### config.mk
export PLATFORM = sky130hd
export DESIGN_NAME = buzzer_tone_pattern_sequencer_unit_flat
export DESIGN_NICKNAME = d
export VERILOG_FILES = /design/src/sv/btps_pkg.sv /design/src/sv/btps_if.sv /design/src/sv/btps_div.sv /design/src/sv/btps_dp.sv /design/src/sv/btps_ctrl.sv /design/src/sv/buzzer_tone_pattern_sequencer_unit.sv /design/src/flat_wrapper.sv
export SDC_FILE = /design/constraint.sdc
export NUM_CORES = 1
export LEC_CHECK = 0
export BUFFER_PORTS_ARGS = -buffer_cell sky130_fd_sc_hd__buf_4
export CAP_MARGIN = 20
export CORE_UTILIZATION = 45
export CTS_BUF_LIST = sky130_fd_sc_hd__clkbuf_2
export DETAILED_ROUTE_END_ITERATION = 10
export PLACE_DENSITY = 0.68
export SETUP_SLACK_MARGIN = 0.1
export SKIP_LAST_GASP = 1
export SLEW_MARGIN = 20
export SYNTH_ARGS = -nofsm -noshare
export SYNTH_HDL_FRONTEND = slang
export SYNTH_SLANG_ARGS = --single-unit
### constraint.sdc
create_clock -name clk -period 5.9 [get_ports clk]
set_clock_uncertainty 0.15 [all_clocks]
set_input_delay 1.18 -clock clk [delete_from_list [all_inputs] [get_ports clk]]
set_output_delay 1.18 -clock clk [all_outputs]
set_load 0.005 [all_outputs]
### src/sv/btps_pkg.sv
// Shared types, constants and tune tables of the buzzer tone pattern sequencer.
package btps_pkg;

    localparam int MODE_W       = 3;
    localparam int HZ_W         = 16;
    localparam int LEN_W        = 16;
    localparam int RELOAD_W     = 16;
    localparam int KIND_W       = 2;
    localparam int CLK_HZ_W     = 24;
    localparam int SEG_W        = 15;
    localparam int CFG_IDX_W    = 2;
    localparam int CFG_DATA_W   = 24;
    localparam int DIV_W        = HZ_W + 1;
    localparam int ROM_AW       = 4;
    localparam int ROM_LEN_W    = 9;
    localparam int TUNE_DEFINED = 14;

    localparam logic [SEG_W-1:0]    SEG_MAX    = 15'd21845;
    localparam logic [CLK_HZ_W-1:0] CLK_HZ_RST = 24'd921600;
    localparam logic [HZ_W-1:0]     ERR_HZ_RST = 16'd2000;
    localparam logic [SEG_W-1:0]    SEG_RST    = 15'd100;

    typedef enum logic [MODE_W-1:0] {
        MODE_TICK    = 3'd0,
        MODE_ONESHOT = 3'd1,
        MODE_ERROR   = 3'd2,
        MODE_MELODY  = 3'd3,
        MODE_STOP    = 3'd4
    } mode_t;

    typedef enum logic [KIND_W-1:0] {
        KIND_IDLE    = 2'd0,
        KIND_ONESHOT = 2'd1,
        KIND_ERROR   = 2'd2,
        KIND_MELODY  = 2'd3
    } kind_t;

    typedef enum logic [CFG_IDX_W-1:0] {
        CFG_TIMER_CLOCK   = 2'd0,
        CFG_ERROR_TONE    = 2'd1,
        CFG_ERROR_SEGMENT = 2'd2
    } cfg_idx_t;

    typedef enum logic [1:0] {
        S_IDLE,
        S_EXEC,
        S_DIVIDE,
        S_DELIVER
    } state_t;

    typedef struct packed {
        logic take;
        logic exec;
        logic div_start;
        logic div_load;
        logic load_out;
    } btps_cmd_t;

    typedef struct packed {
        logic need_div;
        logic div_done;
        logic out_free;
    } btps_sts_t;

    function automatic logic [HZ_W-1:0] tune_pitch(input logic [ROM_AW-1:0] idx);
        logic [HZ_W-1:0] val;
        case (idx)
            4'd0:    val = 16'd392;
            4'd1:    val = 16'd523;
            4'd2:    val = 16'd659;
            4'd3:    val = 16'd784;
            4'd4:    val = 16'd1047;
            4'd5:    val = 16'd1319;
            4'd6:    val = 16'd1568;
            4'd7:    val = 16'd1319;
            4'd8:    val = 16'd415;
            4'd9:    val = 16'd523;
            4'd10:   val = 16'd622;
            4'd11:   val = 16'd831;
            4'd12:   val = 16'd1047;
            default: val = '0;
        endcase
        return val;
    endfunction

    function automatic logic [ROM_LEN_W-1:0] tune_len(input logic [ROM_AW-1:0] idx);
        logic [ROM_LEN_W-1:0] val;
        case (idx)
            4'd0, 4'd1, 4'd2, 4'd3, 4'd4, 4'd5: val = 9'd90;
            4'd6:    val = 9'd260;
            4'd7:    val = 9'd120;
            4'd8, 4'd9, 4'd10, 4'd11: val = 9'd90;
            4'd12:   val = 9'd300;
            default: val = '0;
        endcase
        return val;
    endfunction

endpackage

### src/sv/btps_if.sv
// Command and result channel interfaces of the buzzer tone pattern sequencer.
interface btps_cmd_if;
    logic                        valid;
    logic                        ready;
    logic [btps_pkg::MODE_W-1:0] mode;
    logic [btps_pkg::HZ_W-1:0]   tone_hz;
    logic [btps_pkg::LEN_W-1:0]  length_ms;

    modport source (output valid, output mode, output tone_hz, output length_ms, input ready);
    modport sink   (input valid, input mode, input tone_hz, input length_ms, output ready);
endinterface

interface btps_rsp_if;
    logic                          valid;
    logic                          ready;
    logic                          tone_on;
    logic [btps_pkg::RELOAD_W-1:0] tone_reload;
    logic                          pattern_done;
    logic [btps_pkg::KIND_W-1:0]   active_pattern;

    modport source (output valid, output tone_on, output tone_reload, output pattern_done,
                    output active_pattern, input ready);
    modport sink   (input valid, input tone_on, input tone_reload, input pattern_done,
                    input active_pattern, output ready);
endinterface

### src/sv/btps_div.sv
// Restoring divider, one quotient bit per cycle, for the half period count.
module btps_div (
    input  logic                          clk,
    input  logic                          rst_n,
    input  logic                          start,
    input  logic [btps_pkg::CLK_HZ_W-1:0] dividend,
    input  logic [btps_pkg::DIV_W-1:0]    divisor,
    output logic                          done,
    output logic [btps_pkg::CLK_HZ_W-1:0] quotient
);
    import btps_pkg::*;

    localparam int CNT_W = $clog2(CLK_HZ_W);
    localparam logic [CNT_W-1:0] CNT_LAST = CNT_W'(CLK_HZ_W - 1);

    logic [DIV_W-1:0]    rem_reg, rem_next;
    logic [CLK_HZ_W-1:0] quo_reg, quo_next;
    logic [DIV_W-1:0]    dsr_reg, dsr_next;
    logic [CNT_W-1:0]    cnt_reg, cnt_next;
    logic                busy_reg, busy_next;
    logic                done_reg, done_next;
    logic [DIV_W:0]      trial;
    logic [DIV_W:0]      diff;

    assign trial = {rem_reg, quo_reg[CLK_HZ_W-1]};
    assign diff  = trial - {1'b0, dsr_reg};

    always_comb
    begin
        rem_next  = rem_reg;
        quo_next  = quo_reg;
        dsr_next  = dsr_reg;
        cnt_next  = cnt_reg;
        busy_next = busy_reg;
        done_next = 1'b0;
        if (start)
        begin
            rem_next  = '0;
            quo_next  = dividend;
            dsr_next  = divisor;
            cnt_next  = '0;
            busy_next = 1'b1;
        end
        else if (busy_reg)
        begin
            if (diff[DIV_W])
            begin
                rem_next = trial[DIV_W-1:0];
                quo_next = {quo_reg[CLK_HZ_W-2:0], 1'b0};
            end
            else
            begin
                rem_next = diff[DIV_W-1:0];
                quo_next = {quo_reg[CLK_HZ_W-2:0], 1'b1};
            end
            cnt_next = cnt_reg + 1'b1;
            if (cnt_reg == CNT_LAST)
            begin
                busy_next = 1'b0;
                done_next = 1'b1;
            end
        end
    end

    always_ff @(posedge clk or negedge rst_n)
    begin
        if (!rst_n)
        begin
            busy_reg <= 1'b0;
            done_reg <= 1'b0;
            cnt_reg  <= '0;
        end
        else
        begin
            busy_reg <= busy_next;
            done_reg <= done_next;
            cnt_reg  <= cnt_next;
        end
    end

    always_ff @(posedge clk)
    begin
        rem_reg <= rem_next;
        quo_reg <= quo_next;
        dsr_reg <= dsr_next;
    end

    assign done     = done_reg;
    assign quotient = quo_reg;

endmodule

### src/sv/btps_dp.sv
// Datapath: configuration, pattern state, reload computation and result register.
module btps_dp #(
    parameter int TUNE_SLOTS = 16
) (
    input  logic                            clk,
    input  logic                            rst_n,
    input  btps_pkg::btps_cmd_t             ctl,
    output btps_pkg::btps_sts_t             sts,
    input  logic                            cfg_we,
    input  logic [btps_pkg::CFG_IDX_W-1:0]  cfg_index,
    input  logic [btps_pkg::CFG_DATA_W-1:0] cfg_data,
    input  logic [btps_pkg::MODE_W-1:0]     mode,
    input  logic [btps_pkg::HZ_W-1:0]       tone_hz,
    input  logic [btps_pkg::LEN_W-1:0]      length_ms,
    output logic                            rsp_valid,
    input  logic                            rsp_ready,
    output logic                            tone_on,
    output logic [btps_pkg::RELOAD_W-1:0]   tone_reload,
    output logic                            pattern_done,
    output logic [btps_pkg::KIND_W-1:0]     active_pattern
);
    import btps_pkg::*;

    localparam int NOTE_MAX = (TUNE_SLOTS < TUNE_DEFINED) ? TUNE_SLOTS : TUNE_DEFINED;
    localparam int NOTE_W   = $clog2(NOTE_MAX + 1);

    logic [CLK_HZ_W-1:0] clk_hz_reg;
    logic [HZ_W-1:0]     err_hz_reg;
    logic [SEG_W-1:0]    seg_reg;

    logic [MODE_W-1:0]   mode_reg;
    logic [HZ_W-1:0]     hz_reg;
    logic [LEN_W-1:0]    len_reg;

    kind_t               kind_reg, kind_next;
    logic [LEN_W-1:0]    elapsed_reg, elapsed_next;
    logic [LEN_W-1:0]    target_reg, target_next;
    logic                finished_reg, finished_next;
    logic [NOTE_W-1:0]   note_reg, note_next;
    logic                enable_reg, enable_next;
    logic [RELOAD_W-1:0] reload_reg;

    logic                out_valid_reg;
    logic                out_tone_reg;
    logic [RELOAD_W-1:0] out_reload_reg;
    logic                out_done_reg;
    logic [KIND_W-1:0]   out_kind_reg;

    logic [SEG_W-1:0]     seg;
    logic [LEN_W-1:0]     seg2;
    logic [LEN_W-1:0]     seg3;
    logic [LEN_W-1:0]     inc;
    logic [NOTE_W-1:0]    note_inc;
    logic [ROM_LEN_W-1:0] cur_len;
    logic [ROM_LEN_W-1:0] nxt_len;
    logic [HZ_W-1:0]      nxt_pitch;
    logic [HZ_W-1:0]      first_pitch;
    logic                 freq_set;
    logic [HZ_W-1:0]      freq_val;
    logic                 div_done;
    logic [CLK_HZ_W-1:0]  quotient;
    logic [RELOAD_W-1:0]  half;

    assign seg      = (seg_reg > SEG_MAX) ? SEG_MAX : seg_reg;
    assign seg2     = {seg, 1'b0};
    assign seg3     = seg2 + LEN_W'(seg);
    assign inc      = elapsed_reg + 1'b1;
    assign note_inc = note_reg + 1'b1;

    assign cur_len     = (int'(note_reg) < TUNE_SLOTS) ? tune_len(ROM_AW'(note_reg)) : '0;
    assign nxt_len     = (int'(note_inc) < TUNE_SLOTS) ? tune_len(ROM_AW'(note_inc)) : '0;
    assign nxt_pitch   = (int'(note_inc) < TUNE_SLOTS) ? tune_pitch(ROM_AW'(note_inc)) : '0;
    assign first_pitch = tune_pitch('0);

    always_comb
    begin
        kind_next     = kind_reg;
        elapsed_next  = elapsed_reg;
        target_next   = target_reg;
        finished_next = finished_reg;
        note_next     = note_reg;
        enable_next   = enable_reg;
        freq_set      = 1'b0;
        freq_val      = '0;
        unique case (mode_t'(mode_reg))
            MODE_TICK:
            begin
                case (kind_reg)
                    KIND_ONESHOT:
                    begin
                        elapsed_next = inc;
                        if (inc >= target_reg)
                        begin
                            enable_next   = 1'b0;
                            kind_next     = KIND_IDLE;
                            elapsed_next  = '0;
                            target_next   = '0;
                            finished_next = 1'b1;
                        end
                    end
                    KIND_ERROR:
                    begin
                        elapsed_next = inc;
                        if (inc == LEN_W'(seg))
                        begin
                            freq_set = 1'b1;
                        end
                        else if (inc == seg2)
                        begin
                            freq_set = 1'b1;
                            freq_val = err_hz_reg;
                        end
                        else if (inc >= seg3)
                        begin
                            enable_next   = 1'b0;
                            kind_next     = KIND_IDLE;
                            elapsed_next  = '0;
                            target_next   = '0;
                            finished_next = 1'b1;
                        end
                    end
                    KIND_MELODY:
                    begin
                        elapsed_next = inc;
                        if (inc >= LEN_W'(cur_len))
                        begin
                            note_next    = note_inc;
                            elapsed_next = '0;
                            if (nxt_len == '0)
                            begin
                                enable_next   = 1'b0;
                                kind_next     = KIND_IDLE;
                                target_next   = '0;
                                finished_next = 1'b1;
                            end
                            else
                            begin
                                freq_set = 1'b1;
                                freq_val = nxt_pitch;
                            end
                        end
                    end
                    default:
                    begin
                    end
                endcase
            end
            MODE_ONESHOT:
            begin
                kind_next     = KIND_ONESHOT;
                elapsed_next  = '0;
                target_next   = len_reg;
                finished_next = 1'b0;
                freq_set      = 1'b1;
                freq_val      = hz_reg;
            end
            MODE_ERROR:
            begin
                kind_next     = KIND_ERROR;
                elapsed_next  = '0;
                target_next   = seg3;
                finished_next = 1'b0;
                freq_set      = 1'b1;
                freq_val      = err_hz_reg;
            end
            MODE_MELODY:
            begin
                kind_next     = KIND_MELODY;
                elapsed_next  = '0;
                note_next     = '0;
                finished_next = 1'b0;
                freq_set      = 1'b1;
                freq_val      = first_pitch;
            end
            MODE_STOP:
            begin
                enable_next   = 1'b0;
                kind_next     = KIND_IDLE;
                elapsed_next  = '0;
                target_next   = '0;
                finished_next = 1'b1;
            end
            default:
            begin
            end
        endcase
        if (freq_set && freq_val == '0)
        begin
            enable_next = 1'b0;
        end
    end

    btps_div u_div (
        .clk      (clk),
        .rst_n    (rst_n),
        .start    (ctl.div_start),
        .dividend (clk_hz_reg),
        .divisor  ({freq_val, 1'b0}),
        .done     (div_done),
        .quotient (quotient)
    );

    assign half = (|quotient[CLK_HZ_W-1:RELOAD_W]) ? '1 : quotient[RELOAD_W-1:0];

    always_ff @(posedge clk or negedge rst_n)
    begin
        if (!rst_n)
        begin
            clk_hz_reg <= CLK_HZ_RST;
            err_hz_reg <= ERR_HZ_RST;
            seg_reg    <= SEG_RST;
        end
        else if (cfg_we)
        begin
            unique case (cfg_idx_t'(cfg_index))
                CFG_TIMER_CLOCK:   clk_hz_reg <= cfg_data;
                CFG_ERROR_TONE:    err_hz_reg <= cfg_data[HZ_W-1:0];
                CFG_ERROR_SEGMENT: seg_reg    <= cfg_data[SEG_W-1:0];
                default:
                begin
                end
            endcase
        end
    end

    always_ff @(posedge clk)
    begin
        if (ctl.take)
        begin
            mode_reg <= mode;
            hz_reg   <= tone_hz;
            len_reg  <= length_ms;
        end
    end

    always_ff @(posedge clk or negedge rst_n)
    begin
        if (!rst_n)
        begin
            kind_reg     <= KIND_IDLE;
            elapsed_reg  <= '0;
            target_reg   <= '0;
            finished_reg <= 1'b0;
            note_reg     <= '0;
            enable_reg   <= 1'b0;
            reload_reg   <= '0;
        end
        else if (ctl.exec)
        begin
            kind_reg     <= kind_next;
            elapsed_reg  <= elapsed_next;
            target_reg   <= target_next;
            finished_reg <= finished_next;
            note_reg     <= note_next;
            enable_reg   <= enable_next;
        end
        else if (ctl.div_load)
        begin
            reload_reg <= ~half + 1'b1;
            enable_reg <= 1'b1;
        end
    end

    always_ff @(posedge clk or negedge rst_n)
    begin
        if (!rst_n)
        begin
            out_valid_reg <= 1'b0;
        end
        else if (ctl.load_out)
        begin
            out_valid_reg <= 1'b1;
        end
        else if (rsp_ready)
        begin
            out_valid_reg <= 1'b0;
        end
    end

    always_ff @(posedge clk)
    begin
        if (ctl.load_out)
        begin
            out_tone_reg   <= enable_reg;
            out_reload_reg <= reload_reg;
            out_done_reg   <= finished_reg;
            out_kind_reg   <= kind_reg;
        end
    end

    assign sts.need_div = freq_set && (freq_val != '0);
    assign sts.div_done = div_done;
    assign sts.out_free = !out_valid_reg || rsp_ready;

    assign rsp_valid      = out_valid_reg;
    assign tone_on        = out_tone_reg;
    assign tone_reload    = out_reload_reg;
    assign pattern_done   = out_done_reg;
    assign active_pattern = out_kind_reg;

endmodule

### src/sv/btps_ctrl.sv
// Controller state machine sequencing decode, divide and result transfer.
module btps_ctrl (
    input  logic                clk,
    input  logic                rst_n,
    input  logic                cmd_valid,
    output logic                cmd_ready,
    output btps_pkg::btps_cmd_t ctl,
    input  btps_pkg::btps_sts_t sts
);
    import btps_pkg::*;

    state_t state_reg, state_next;

    always_comb
    begin
        state_next = state_reg;
        unique case (state_reg)
            S_IDLE:    if (cmd_valid)    state_next = S_EXEC;
            S_EXEC:    state_next = sts.need_div ? S_DIVIDE : S_DELIVER;
            S_DIVIDE:  if (sts.div_done) state_next = S_DELIVER;
            S_DELIVER: if (sts.out_free) state_next = S_IDLE;
            default:   state_next = S_IDLE;
        endcase
    end

    always_comb
    begin
        cmd_ready     = 1'b0;
        ctl.take      = 1'b0;
        ctl.exec      = 1'b0;
        ctl.div_start = 1'b0;
        ctl.div_load  = 1'b0;
        ctl.load_out  = 1'b0;
        unique case (state_reg)
            S_IDLE:
            begin
                cmd_ready = 1'b1;
                ctl.take  = cmd_valid;
            end
            S_EXEC:
            begin
                ctl.exec      = 1'b1;
                ctl.div_start = sts.need_div;
            end
            S_DIVIDE:  ctl.div_load = sts.div_done;
            S_DELIVER: ctl.load_out = sts.out_free;
            default:
            begin
            end
        endcase
    end

    always_ff @(posedge clk or negedge rst_n)
    begin
        if (!rst_n)
        begin
            state_reg <= S_IDLE;
        end
        else
        begin
            state_reg <= state_next;
        end
    end

endmodule

### src/sv/buzzer_tone_pattern_sequencer_unit.sv
// Top level of the buzzer tone pattern sequencer.
// Each command transfer yields one result transfer. A command is decoded in
// the EXEC state; when it sets a new nonzero frequency the reload value comes
// from a restoring divider that resolves one quotient bit per cycle over the
// 24-bit timer clock in the DIVIDE state. The result is loaded in the DELIVER
// state once the output register is free. The block holds one command at a
// time; a finished result waits in an output register while the next command
// is taken. Configuration writes belong between patterns, while no command is
// in flight.
module buzzer_tone_pattern_sequencer_unit #(
    parameter int TUNE_SLOTS = 16
) (
    input  logic                            clk,
    input  logic                            rst_n,
    btps_cmd_if.sink                        cmd,
    btps_rsp_if.source                      rsp,
    input  logic                            cfg_we,
    input  logic [btps_pkg::CFG_IDX_W-1:0]  cfg_index,
    input  logic [btps_pkg::CFG_DATA_W-1:0] cfg_data
);
    import btps_pkg::*;

    btps_cmd_t ctl;
    btps_sts_t sts;

    btps_ctrl u_ctrl (
        .clk       (clk),
        .rst_n     (rst_n),
        .cmd_valid (cmd.valid),
        .cmd_ready (cmd.ready),
        .ctl       (ctl),
        .sts       (sts)
    );

    btps_dp #(
        .TUNE_SLOTS (TUNE_SLOTS)
    ) u_dp (
        .clk            (clk),
        .rst_n          (rst_n),
        .ctl            (ctl),
        .sts            (sts),
        .cfg_we         (cfg_we),
        .cfg_index      (cfg_index),
        .cfg_data       (cfg_data),
        .mode           (cmd.mode),
        .tone_hz        (cmd.tone_hz),
        .length_ms      (cmd.length_ms),
        .rsp_valid      (rsp.valid),
        .rsp_ready      (rsp.ready),
        .tone_on        (rsp.tone_on),
        .tone_reload    (rsp.tone_reload),
        .pattern_done   (rsp.pattern_done),
        .active_pattern (rsp.active_pattern)
    );

endmodule

### src/flat_wrapper.sv
// flat-port wrapper written by rule: the top's interface ports become plain ports
module buzzer_tone_pattern_sequencer_unit_flat import btps_pkg::*;
#(
    parameter int TUNE_SLOTS = 16
)
  (clk, rst_n, cfg_we, cfg_index, cfg_data, cmd_valid, cmd_mode, cmd_tone_hz, cmd_length_ms, cmd_ready, rsp_valid, rsp_tone_on, rsp_tone_reload, rsp_pattern_done, rsp_active_pattern, rsp_ready);
  btps_cmd_if cmd_i ();
  btps_rsp_if rsp_i ();
  input  logic clk;
  input  logic rst_n;
  input  logic cfg_we;
  input  logic [btps_pkg::CFG_IDX_W-1:0] cfg_index;
  input  logic [btps_pkg::CFG_DATA_W-1:0] cfg_data;
  input wire logic [$bits(cmd_i.valid)-1:0] cmd_valid;
  input wire logic [$bits(cmd_i.mode)-1:0] cmd_mode;
  input wire logic [$bits(cmd_i.tone_hz)-1:0] cmd_tone_hz;
  input wire logic [$bits(cmd_i.length_ms)-1:0] cmd_length_ms;
  output wire logic [$bits(cmd_i.ready)-1:0] cmd_ready;
  output wire logic [$bits(rsp_i.valid)-1:0] rsp_valid;
  output wire logic [$bits(rsp_i.tone_on)-1:0] rsp_tone_on;
  output wire logic [$bits(rsp_i.tone_reload)-1:0] rsp_tone_reload;
  output wire logic [$bits(rsp_i.pattern_done)-1:0] rsp_pattern_done;
  output wire logic [$bits(rsp_i.active_pattern)-1:0] rsp_active_pattern;
  input wire logic [$bits(rsp_i.ready)-1:0] rsp_ready;
  assign cmd_i.valid = cmd_valid;
  assign cmd_i.mode = cmd_mode;
  assign cmd_i.tone_hz = cmd_tone_hz;
  assign cmd_i.length_ms = cmd_length_ms;
  assign cmd_ready = cmd_i.ready;
  assign rsp_valid = rsp_i.valid;
  assign rsp_tone_on = rsp_i.tone_on;
  assign rsp_tone_reload = rsp_i.tone_reload;
  assign rsp_pattern_done = rsp_i.pattern_done;
  assign rsp_active_pattern = rsp_i.active_pattern;
  assign rsp_i.ready = rsp_ready;
  buzzer_tone_pattern_sequencer_unit #(.TUNE_SLOTS(TUNE_SLOTS)) u_core (.clk(clk), .rst_n(rst_n), .cmd(cmd_i), .rsp(rsp_i), .cfg_we(cfg_we), .cfg_index(cfg_index), .cfg_data(cfg_data));
endmodule
=== After elaboration in Yosys (flattened, before gate mapping) ===
Memory sizes are Yosys's and may differ from the RTL's.
Cells that the tools add are included.

* Output and inout bits: 22
* ROM bits: 400
* Register bits after elaboration: 233
* Memories: 3
* Word-level logic and storage cells: 190
* Bits of input ports: 66

{| class="wikitable"
|+ Memories
! name !! words !! bits a word !! read ports !! clocked after Yosys merged registers in !! write ports !! RTL line !! RTL
|-
| (no name shown) || 16 || 11 || 1 || 0 || 0 || btps_pkg.sv:67 || <nowiki>case (idx)</nowiki>
|-
| (no name shown) || 16 || 7 || 1 || 0 || 0 || btps_pkg.sv:88 || <nowiki>case (idx)</nowiki>
|-
| (no name shown) || 16 || 7 || 1 || 0 || 0 || btps_pkg.sv:88 ||
|}

* Magnitude comparators: 4
* Bitwise gates (word level): 2
* Multiplexer cells: 83
* Equality and inequality tests: 35
* Reduce and logical (&&, ||, !) cells: 32
* $add $sub $neg: 6

{| class="wikitable"
|+ Operator list
! kind !! count
|-
| two-way mux 16 bit || 16
|-
| one-hot mux 16 bit (4 select lines) || 2
|-
| one-hot mux 16 bit (3 select lines) || 2
|-
| one-hot mux 16 bit (2 select lines) || 2
|-
| two-way mux 24 bit || 2
|-
| AND reduction 9 bit || 4
|-
| two-way mux 1 bit || 33
|-
| adder 16 x 1 -> 16 bit (second input constant) || 2
|-
| >= comparator 16 bit || 2
|-
| inequality test 5 bit (second input constant) || 6
|-
| two-way mux 2 bit || 10
|-
| inequality test 3 bit (second input constant) || 6
|-
| subtractor 18 x 17 -> 18 bit || 1
|-
| two-way mux 17 bit || 1
|-
| adder 16 x 15 -> 16 bit || 1
|-
| equality test 16 x 15 -> 1 bit || 1
|-
| equality test 16 bit || 1
|-
| >= comparator 16 x 9 -> 1 bit || 1
|-
| logical NOT 16 bit || 1
|-
| NOT 16 bit || 1
|-
| nonzero test 16 bit || 1
|-
| > comparator 15 bit (second input constant) || 1
|-
| two-way mux 15 bit || 1
|-
| equality test 2 bit (second input constant) || 5
|-
| 36 further kinds || 59
|}

=== Depth between registers and ports, before layout ===
Gate-level depths: netlist of the first run.

* Depth in word-level cells: 12
* Depth in mapped cells: 27
* Depth with buffers taken out: 24

=== Hierarchy ===
From an unflattened synthesis of the first run, not the netlist that was laid out.

* Cells, all modules: 1437
* Area total of the unflattened synthesis: 14695.3 µm²

{| class="wikitable"
|+ By module, submodules not included
! module !! times used !! sequential area each (µm²) !! cells each !! area each (µm²)
|-
| btps_dp || 1 || 4470.5 || 1064 || 10666.5
|-
| btps_div || 1 || 1746.7 || 352 || 3821.2
|-
| btps_ctrl || 1 || 50.0 || 21 || 207.7
|}

=== Least setup slack after synthesis of the first run ===
OpenSTA, ideal clock, no wires.

* Path type: register -> register
* Start: reg u_core.u_dp.seg_reg[6]
* End: reg u_core.u_dp.target_reg[0]
* Setup slack: 118 ps
* Arrival: 5507 ps
* Stages on the path, launching flop included: 25
* Period minus slack after synthesis: 5782 ps
* Cell sequence: dfstp_2 > buf_2 > nand2b_1 > or4b_4 > o21ai_1 > and2_1 > nor2_1 > ha_1 > fa_1 > a211oi_1 > o21ai_0 > a311oi_1 > nor2b_1 > o21ai_0 > nand2b_1 > a21o_1 > a21oi_1 > xnor2_1 > ha_1 > nand3_1 > o21ai_0 > o211ai_2 > a2111o_2 > a21oi_4 > mux2_4

* Longest elaborated chain between the ends: 6
* Elaborated cells on any way between the ends: 11
* Classes of those cells: 1 x add/sub; 2 x order compare; 5 x eq/ne; 2 x mux; 1 x reduce/logical

{| class="wikitable"
|+ RTL lines
! element !! RTL line !! RTL
|-
| start, declared || btps_dp.sv:29 || <nowiki>logic [SEG_W-1:0] seg_reg;</nowiki>
|-
| start signal, assigned || btps_dp.sv:218 || <nowiki>CFG_ERROR_SEGMENT: seg_reg <= cfg_data[SEG_W-1:0];</nowiki>
|-
| > comparator 15 bit || btps_dp.sv:64 || <nowiki>assign seg = (seg_reg > SEG_MAX) ? SEG_MAX : seg_reg;</nowiki>
|-
| two-way mux 15 bit * || btps_dp.sv:64 ||
|-
| adder 16 x 15 -> 16 bit || btps_dp.sv:66 || <nowiki>assign seg3 = seg2 + LEN_W'(seg);</nowiki>
|-
| >= comparator 16 bit || btps_dp.sv:113 || <nowiki>else if (inc >= seg3)</nowiki>
|-
| inequality test 3 bit (no line) || -- ||
|-
| AND reduction 9 bit (no line) || -- ||
|-
| end signal, assigned || btps_dp.sv:252 || <nowiki>target_reg <= target_next;</nowiki>
|-
| end, declared || btps_dp.sv:37 || <nowiki>logic [LEN_W-1:0] target_reg, target_next;</nowiki>
|}

Mark *: on every way between the ends. The rest lies on a longest branch, timed or not.
A chain may end at the register's enable or synchronous reset.

=== Worst setup path in the final report of the first run ===
* Start: reg u_core.u_dp.seg_reg[11]
* End: reg u_core.u_dp.target_reg[0]

The elaborated chain is that of the path after synthesis.

==> out/summary.txt, run 1 <==
Status = finished, final reports clean
Crit-path max cell delay = 0.56 ns
Rows = 63
Met3 GRT Util = 0.0410
Asr flop ratio synth = 0.519
CTS H-tree lvls = 2
Crit start category = flip-flop
Top FF cell, synth = dfrtp_1
CP max-delay cell = or4b_4
Synthesis-stage register bit count = 233
Nets@finish = 1614
RSZ-0062 raised after global routing = false
Post-synthesis cell type count = 89
Routed WL = 35700 microns
Hold WC Path Type = in2async
PortBufs = 87
Global route total overflow = 0
Setup_tns = 0 ns
All-Layer GR Usage = 0.229
Worst-Margin Slew = 1.08 ns
Starting density of the core = 0.461
Syn_nets = 1472
Cell taking the most area after synthesis = edfxtp_1
Filler Cells Inserted = 2694
Critical-path maximum fanout = 4
Hold-fix buffer count after cts = 0
Synth warnings = 0
Clk slew on worst S/H paths = 0.14 ns
WL per Instance = 18.8 microns
Drt first pass iters = 7
DR iter-0 viols = 735
Most frequent cell after synthesis = dfrtp_1
Post-route DRC = 0
Static Leak = 6.83 nW
CTS Sinks = 233
Yosys top cell area share = 0.207
Share of post-route cells with drive strength above 1 = 0.261
Sequential share of the synthesized area = 0.453
Initial antenna violation count = 2
CP arrival = 6.28 ns
R2R depth = 25
Die X = 177 microns
Core area = 29900 sq um
Worst-Skew Late Latency = 0.96 ns
Vias in the first global route = 10700
Critical path's top delay family = compound AO/OA/AOI/OAI gates
CTS tree = done
Clock root cell = clkbuf_2
Top post-synthesis cells by area = edfxtp_1 21%, dfrtp_1 20%, ha_1 8.2%
Largest net degree at the start of global routing = 63
Critical Path RT = 6.60 ns
TritonCTS Buffers = 60
Slew Viols, Final = 0
GR Util met1 = 0.305
Met2 Usage GRT = 0.369
CP endpoint kind = flip-flop
First-pass GRT wire length = 55800 microns
Final Setup Violations = 0
Die H = 177 microns
Pwr dens = 443 nW/um^2
Worst Setup Path Type = reg2reg
Fin crit period = 5.58 ns
EDFF count, synth = 95
VDD IR max = 0.275 mV
Area growth syn-to-layout = 15.0%
WP buf/inv = 3
Vias = 10800
Gate Count Post-Synth = 1314
Post-Syn Area = 13800 sq um
Global route hottest layer = met2
Final WS setup = 0.319 ns
Max Fclk = 0.179 GHz
Io pins = 88
Total Power = 7.01 mW
Stages on worst setup path = 25
DR vias/cell = 5.68
Clock buffer depth = 3
DP HPWL = 25900 microns
Worst slack at placement = -0.105 ns
Fin crit share = 0.946
Worst slew margin = 0.277
Syn Area/Cell = 10.5 sq um
Most instantiated cells after synthesis = 108 x dfrtp_1, 104 x nand2_1, 95 x edfxtp_1
Full die area = 31300 sq um
Final GP Congestion = 0.933
Post-route ant nets = 0
Finished Core Util = 0.530
Max Cap Viol = 0
Final Hold Viols = 0
==> through the flow <==
| step | cells | cell area (sq um) | hold slack (ns) |
|---|---|---|---|
| floorplan | 1314 | 13800 | 0.266 |
| global placement | 1775 | 15000 | 0.274 |
| detailed placement | 1775 | 15000 | 0.275 |
| CTS | 1889 | 15600 | 0.102 |
| global route | 1899 | 15800 | 0.156 |
| finish | 1899 | 15800 | 0.142 |
==> report_power, final <==
part	switching [mW]	total [mW]	internal, mW	leakage, nW
Combinational	1.77	3.29	1.52	3.81
Clock	0.691	1.15	0.454	0.434
Sequential	0.342	2.57	2.23	2.59
==> placed cells by master, fill, tap and decap left out, types with 16 or more instances in the layout <==
cell type  Yosys  final
a211oi_1      26     24
a21o_1        16     16
a21oi_1       47     45
a31oi_1       17     16
buf_4          3    134
clkbuf_2       0     89
clkinv_1       0     17
dfrtp_1      108    108
dfxtp_1       17     17
edfxtp_1      95     95
ha_1          90     84
inv_1         79     79
mux2_2        78     78
mux2i_1       19     19
nand2_1      104    101
nand2b_1      20     19
nand3_1       31     31
nor2_1        83     81
nor3_1        34     33
o21ai_0       69     63
xnor2_1       46     44
xor2_1        26     26
==> logic make-up (layout without fill, tap and decap cells) <==
kind of cell / after synthesis / in the layout / share of synthesized area
simple gates: 377 / 377 / 0.142
other cells: 0 / 1 / 0
buf+inv: 142 / 336 / 0.0432
xor+xnor: 73 / 73 / 0.0475
fa+ha+maj: 92 / 92 / 0.0847
mux: 105 / 105 / 0.0864
flops: 233 / 233 / 0.453
compound gates: 292 / 292 / 0.143
==> path summary, 6_finish.rpt <==
check                                               start                    endpoint  slack, ns
min in group clk                         cmd_length_ms[8]      u_core.u_dp.len_reg[8]       0.25
worst min register to register  u_core.u_dp.reload_reg[2]  u_core.u_dp.tone_reload[2]       0.28
max in group asynchronous                           rst_n  u_core.u_dp.reload_reg[15]       4.00
worst min-delay path                                rst_n  u_core.u_dp.target_reg[15]       0.14
worst max-delay path              u_core.u_dp.seg_reg[11]   u_core.u_dp.target_reg[0]       0.32
worst max register to register    u_core.u_dp.seg_reg[11]   u_core.u_dp.target_reg[0]       0.32
==> routing by layer <==
layer / vias up / wire, microns
li1: 5148 / -
met1: 5198 / 15800
met2: 358 / 16600
met3: 78 / 2260
met4: 0 / 1030
met5: - / 0
==> worst register-to-register path, cell delays in order, from the launching register on <==
cell	delay (ns)
dfrtp_1	0.42
nand2b_1	0.17
or4b_4	0.56
o21ai_4	0.16
and2_4	0.16
nor2_1	0.07
buf_4	0.16
fa_2	0.40
a211oi_2	0.29
o21ai_2	0.10
a311oi_2	0.33
nor2b_1	0.08
o21ai_1	0.12
nand2b_1	0.10
a21o_1	0.19
a21oi_2	0.12
xnor2_1	0.09
ha_1	0.30
nand3_1	0.08
o21ai_1	0.15
buf_4	0.14
o211ai_2	0.08
a2111o_2	0.47
a21oi_4	0.21
buf_6	0.16
mux2_4	0.29
==> what timing repair did <==
| action | 4_1_cts | 5_1_grt |
|---|---|---|
| resized for setup | 3 | 42 |
| endpoints found under the hold margin | 0 | 0 |
| setup buffers | 0 | 8 |
| pin swaps | 0 | 21 |
| endpoints found under the setup margin | 16 | 35 |
| gates cloned | 0 | 1 |
==> layout make-up <==
class | instances | area [sq um] | area share
Timing Repair Buffer | 141 | 1100 | 0.0697
Clock buffer | 89 | 445 | 0.0282
Sequential cell | 233 | 6240 | 0.394
Clock inverter | 25 | 130 | 0.00822
Antenna cell | 1 | 2.50 | 0.000158
Tap cell | 390 | 488 | 0.0308
Multi-Input combinational cell | 939 | 7110 | 0.450
Inverter | 81 | 304 | 0.0192
(Power assumes the default switching activity.)
==> inputs of run 2 (changes only) <==
- CORE_UTILIZATION: 45 -> 35
- PLACE_DENSITY: 0.68 -> 0.57
==> out/summary.txt, run 2 (same netlist as run 1, synthesis figures left out) <==
Status = finished, final reports clean
Most frequent CP cell = o21ai_0
Final Setup Violations = 0
Core area = 38700 sq um
Max Cap Viol = 0
Crit start category = flip-flop
DP HPWL = 27100 microns
Worst Setup Path Type = reg2reg
Reg-to-reg endpoint = u_core.u_dp.target_reg[15]
Seq pwr share = 0.365
WL per Instance = 18.0 microns
Internal power = 4.24 mW
PortBufs = 87
CP arrival = 6.26 ns
Post-route DRC = 0
DR vias/cell = 5.25
R2R depth = 24
Part of the power in combinational logic = 0.461
Initial antenna violation count = 1
CTS tree = done
Final GP Congestion = 0.888
Setup_tns = 0 ns
Crit-path max cell delay = 0.57 ns
Crit path to = u_core.u_dp.target_reg[15]
Stages on worst setup path = 24
CTS Sinks = 233
Full die area = 40100 sq um
CP endpoint kind = flip-flop
CTS H-tree lvls = 2
Global route total overflow = 0
Die H = 200 microns
Vias = 10700
Critical Path RT = 6.55 ns
DR iter-0 viols = 620
Final Hold Viols = 0
Worst slew margin = 0.290
Fin crit share = 0.950
Pwr dens = 441 nW/um^2
Rows = 72
Area growth syn-to-layout = 16.1%
Start point of the critical path = u_core.u_dp.seg_reg[6]
Met2 Usage GRT = 0.285
Final hold slack = 0.261 ns
Critical-path maximum fanout = 3
TritonCTS Buffers = 61
CP max-delay cell = dfstp_2
Net Switching = 2.80 mW
Slew Viols, Final = 0
Largest net degree at the start of global routing = 57
All-Layer GR Usage = 0.182
Routed WL = 36600 microns
R2R Path Start = u_core.u_dp.seg_reg[6]
Worst-Skew Late Latency = 0.93 ns
CP cell instances = nand2b_4 -> or4b_4 -> o21ai_4 -> and2_4 -> nor2_4 -> ha_4 -> fa_2 -> buf_4 -> buf_4 -> a21o_1 -> a21oi_1 -> xor2_1 -> ha_1 -> o2111ai_1 -> o21ai_0 -> o21ai_0 -> o21ai_0 -> a21oi_1 -> o21ai_2 -> o211ai_2 -> a2111o_2 -> a21oi_4 -> buf_6 -> mux2_4
Most frequent cells in the layout = 136 x buf_4, 108 x dfrtp_1, 103 x nand2_1
Global route hottest layer = met2
Clk slew on worst S/H paths = 0.10 ns
Hold WC Path Type = reg2reg
Met3 GRT Util = 0.0358
R2R setup slack = 0.29 ns
Vias in the first global route = 10500
Post-route ant nets = 0
Switch share = 0.398
Fin crit period = 5.61 ns
Drt first pass iters = 5
RSZ-0062 raised after global routing = true
Max Fclk = 0.178 GHz
Starting density of the core = 0.355
VDD IR max = 0.238 mV
Static Leak = 6.83 nW
Critical path's top delay family = compound AO/OA/AOI/OAI gates
WP buf/inv = 3
GR Util met1 = 0.252
Io pins = 88
Nets@finish = 1615
Share of post-route cells with drive strength above 1 = 0.252
Clock group share of total power = 0.174
Commonest non-fill, non-tap cell in the layout = buf_4
Clock buffer depth = 3
Clock root cell = clkbuf_2
Die X = 200 microns
Worst-Margin Slew = 1.07 ns
First-pass GRT wire length = 57500 microns
## run 2: changes by cell type in the layout (fill, tap and decap cells not counted), moves of 3 or more
cell | previous run | this run
buf_6 | 5 | 2
clkbuf_2 | 89 | 82
clkinv_1 | 17 | 25
ha_1 | 84 | 88
## run 2: power by group through the flow
| stage | Combinational (mW) | Clock, mW | Sequential, mW |
|---|---|---|---|
| final | 3.25 | 1.23 | 2.57 |
| after global routing | 3.60 | 1.37 | 2.63 |
| after CTS | 3.17 | 1.29 | 2.57 |
| after detailed placement | 3.12 | 0 | 2.60 |
| after global placement | 3.07 | 0 | 2.59 |
| after floorplan | 2.35 | 0 | 2.47 |
## run 2: metrics by stage
step | cell area, sq um | util | instances | total power, mW | setup slack, ns
4_1_cts | 15800 | 0.409 | 2022 | 7.03 | 0.120
5_1_grt | 16000 | 0.412 | 2029 | 7.60 | 0.0319
6_report | 16000 | 0.412 | 2029 | 7.05 | 0.292
3_3_place_gp | 15200 | 0.391 | 1903 | 5.66 | -0.151
2_1_floorplan | 13800 | - | 1314 | 4.81 | 0.118
3_5_place_dp | 15200 | 0.391 | 1903 | 5.72 | -0.220
## run 2: repair_timing
item,CTS,global route
setup endpoints to repair,30,33
hold buffers,1,0
resized for setup,8,24
setup buffers,2,6
hold endpoints to repair,17,0
pin swaps,1,17
## run 2: cell type report
class	count	area (sq um)
Multi-Input combinational cell	939	7060
Tap cell	518	648
Timing Repair Buffer	141	1090
Sequential cell	233	6240
Antenna cell	1	2.50
Inverter	81	304
Fill cell	3881	22800
Clock inverter	34	220
Clock buffer	82	410
## run 2: worst min-delay path by stage
stage / slack [ns] / cells past startpoint / startpoint / endpoint
2_1_floorplan: 0.27 / 0 / u_core.u_dp.enable_reg / u_core.u_dp.tone_on
3_3_place_gp: 0.28 / 0 / u_core.u_dp.reload_reg[0] / u_core.u_dp.tone_reload[0]
3_5_place_dp: 0.29 / 0 / u_core.u_dp.reload_reg[13] / u_core.u_dp.tone_reload[13]
4_1_cts: 0.15 / 1 / cmd_length_ms[14] / u_core.u_dp.len_reg[14]
5_1_grt: 0.16 / 1 / cmd_length_ms[14] / u_core.u_dp.len_reg[14]
6_report: 0.26 / 0 / u_core.u_dp.reload_reg[1] / u_core.u_dp.tone_reload[1]
## run 2: routing by layer
layer	share of wire	up-vias
li1	-	5113
met1	0.47	5188
met2	0.45	285
met3	0.056	69
met4	0.023	0
met5	0	-
==> inputs of run 3 (changes only) <==
- CORE_MARGIN: unset -> 2
==> out/summary.txt, run 3 (same netlist as run 1, synthesis figures left out) <==
Critical Path RT = 6.49 ns
Seq pwr share = 0.339
Fin crit period = 5.69 ns
TritonCTS Buffers = 66
Rows = 72
Routed WL = 37200 microns
Vias = 10700
Drt first pass iters = 5
Worst Setup Path Type = reg2reg
Non-filler cells, final = 2052
Worst slack at placement = -0.192 ns
Max Cap Viol = 0
Die X = 202 microns
Final Hold Viols = 0
Commonest non-fill, non-tap cell in the layout = buf_4
Core area = 38700 sq um
Post-route ant nets = 0
CTS Sinks = 233
Worst-Margin Slew = 1.03 ns
CTS tree = done
Die H = 202 microns
Nets@finish = 1637
Final Setup Violations = 0
DR iter-0 viols = 770
Part of the power in combinational logic = 0.458
PortBufs = 87
Worst-Skew Late Latency = 0.90 ns
Fin crit share = 0.964
Clock group share of total power = 0.203
Status = finished, final reports clean
Post-route DRC = 0
Clk slew on worst S/H paths = 0.11 ns
All-Layer GR Usage = 0.181
Max Fclk = 0.176 GHz
Slew Viols, Final = 0
CP endpoint kind = flip-flop
Final GP Congestion = 0.876
Largest net degree at the start of global routing = 53
Io pins = 88
Switch share = 0.384
Most frequent cells in the layout = 151 x buf_4, 108 x dfrtp_1, 103 x clkbuf_2
Worst slew margin = 0.309
Starting density of the core = 0.355
Internal power = 4.68 mW
Static Leak = 7.05 nW
Final WS setup = 0.214 ns
Net Switching = 2.92 mW
Clock buffer depth = 3
DR vias/cell = 5.23
Hold WC Path Type = reg2reg
Area growth syn-to-layout = 19.3%
Full die area = 40900 sq um
Crit start category = flip-flop
Pwr dens = 462 nW/um^2
Vias in the first global route = 10700
CP arrival = 6.28 ns
Global route total overflow = 0
WL per Instance = 18.1 microns
Initial antenna violation count = 2
Share of post-route cells with drive strength above 1 = 0.287
Critical-path maximum fanout = 5
First-pass GRT wire length = 58400 microns
DP HPWL = 27300 microns
CTS H-tree lvls = 3
Clock root cell = clkbuf_2
Post-Place Cells = 1914
VDD IR max = 0.208 mV
RSZ-0062 raised after global routing = false
-- run 3: cell types whose count changed in the layout (fill, tap and decap cells not counted), moves of 3 or more --
| cell | delta |
|---|---|
| o21ai_0 | -4 |
| clkinv_1 | -18 |
| ha_1 | -6 |
| bufinv_16 | +5 |
| ha_4 | +4 |
| clkbuf_2 | +21 |
| buf_6 | +3 |
| buf_4 | +15 |
-- run 3: worst paths after layout --
path | startpoint | to | slack, ns | depth (start not counted)
max in group asynchronous | rst_n | u_core.u_dp.u_div.done | 3.86 | 3
hold reg to reg | u_core.u_dp.reload_reg[1] | u_core.u_dp.tone_reload[1] | 0.30 | 0
setup / recovery | u_core.u_dp.seg_reg[6] | u_core.u_dp.target_reg[14] | 0.21 | 26
setup reg to reg | u_core.u_dp.seg_reg[6] | u_core.u_dp.target_reg[14] | 0.21 | 26
hold / removal | u_core.u_dp.reload_reg[1] | u_core.u_dp.tone_reload[1] | 0.30 | 0
min in group asynchronous | rst_n | u_core.u_dp.target_reg[0] | 0.60 | 2
-- run 3: repair_timing --
item                       CTS  global route
resized for setup           10            50
cloned                       1             0
hold buffers                 1             0
pin swaps                    4            27
setup endpoints to repair   33            35
setup buffers                4             9
hold endpoints to repair     1             0
-- run 3: layout make-up --
class,count,area [sq um]
antenna,2,5.00
clock buffer,103,515
clock inverter,18,285
fill,3760,22300
inverter,81,304
multi-input combinational,939,7200
sequential,233,6240
tap,518,648
timing repair buffer,158,1220
-- run 3: critical path, stage by stage (launching register included) --
cell and delay [ns]:
dfstp_2 0.57, nand2b_4 0.06, or4b_4 0.56, o21ai_4 0.17
and2_4 0.17, nor2_2 0.05, buf_6 0.13, ha_4 0.23
a211oi_2 0.25, nor2_2 0.08, nor4_2 0.31, nor3_2 0.10
a41oi_2 0.17, buf_4 0.15, a21oi_2 0.06, a21o_1 0.18
a21oi_2 0.14, xor2_1 0.23, ha_1 0.21, a21o_1 0.14
a211oi_2 0.07, o21ai_2 0.06, buf_4 0.14, o211ai_4 0.06
a2111o_2 0.51, a21oi_4 0.28, mux2_4 0.33
-- run 3: per-stage QoR --
step	cell area [sq um]	TNS [ns]	hold slack (ns)	power (mW)	util
final	16400	0	0.300	7.59	0.424
after global placement	15200	-0.0270	0.284	5.69	0.393
after global routing	16400	0	0.229	8.17	0.424
after CTS	16100	0	0.256	7.41	0.416
after floorplan	13800	0	0.266	4.81	-
after detailed placement	15200	-1.95	0.282	5.77	0.393
-- run 3: per-layer routing --
layer,global-route usage,share of wire,wire length [microns],vias to the layer above
li1,-,-,-,5166
met2,0.279,0.45,16900,311
met5,0,0.00038,14,-
met3,0.0393,0.058,2170,71
met4,0.0670,0.026,982,2
met1,0.249,0.46,17100,5173
-- run 3: power by group through the flow --
stage,registers (mW),logic [mW],clock network [mW]
CTS,2.57,3.25,1.60
floorplan,2.47,2.35,0
global placement,2.59,3.11,0
detailed placement,2.60,3.17,0
global route,2.63,3.86,1.69
finish,2.57,3.48,1.54
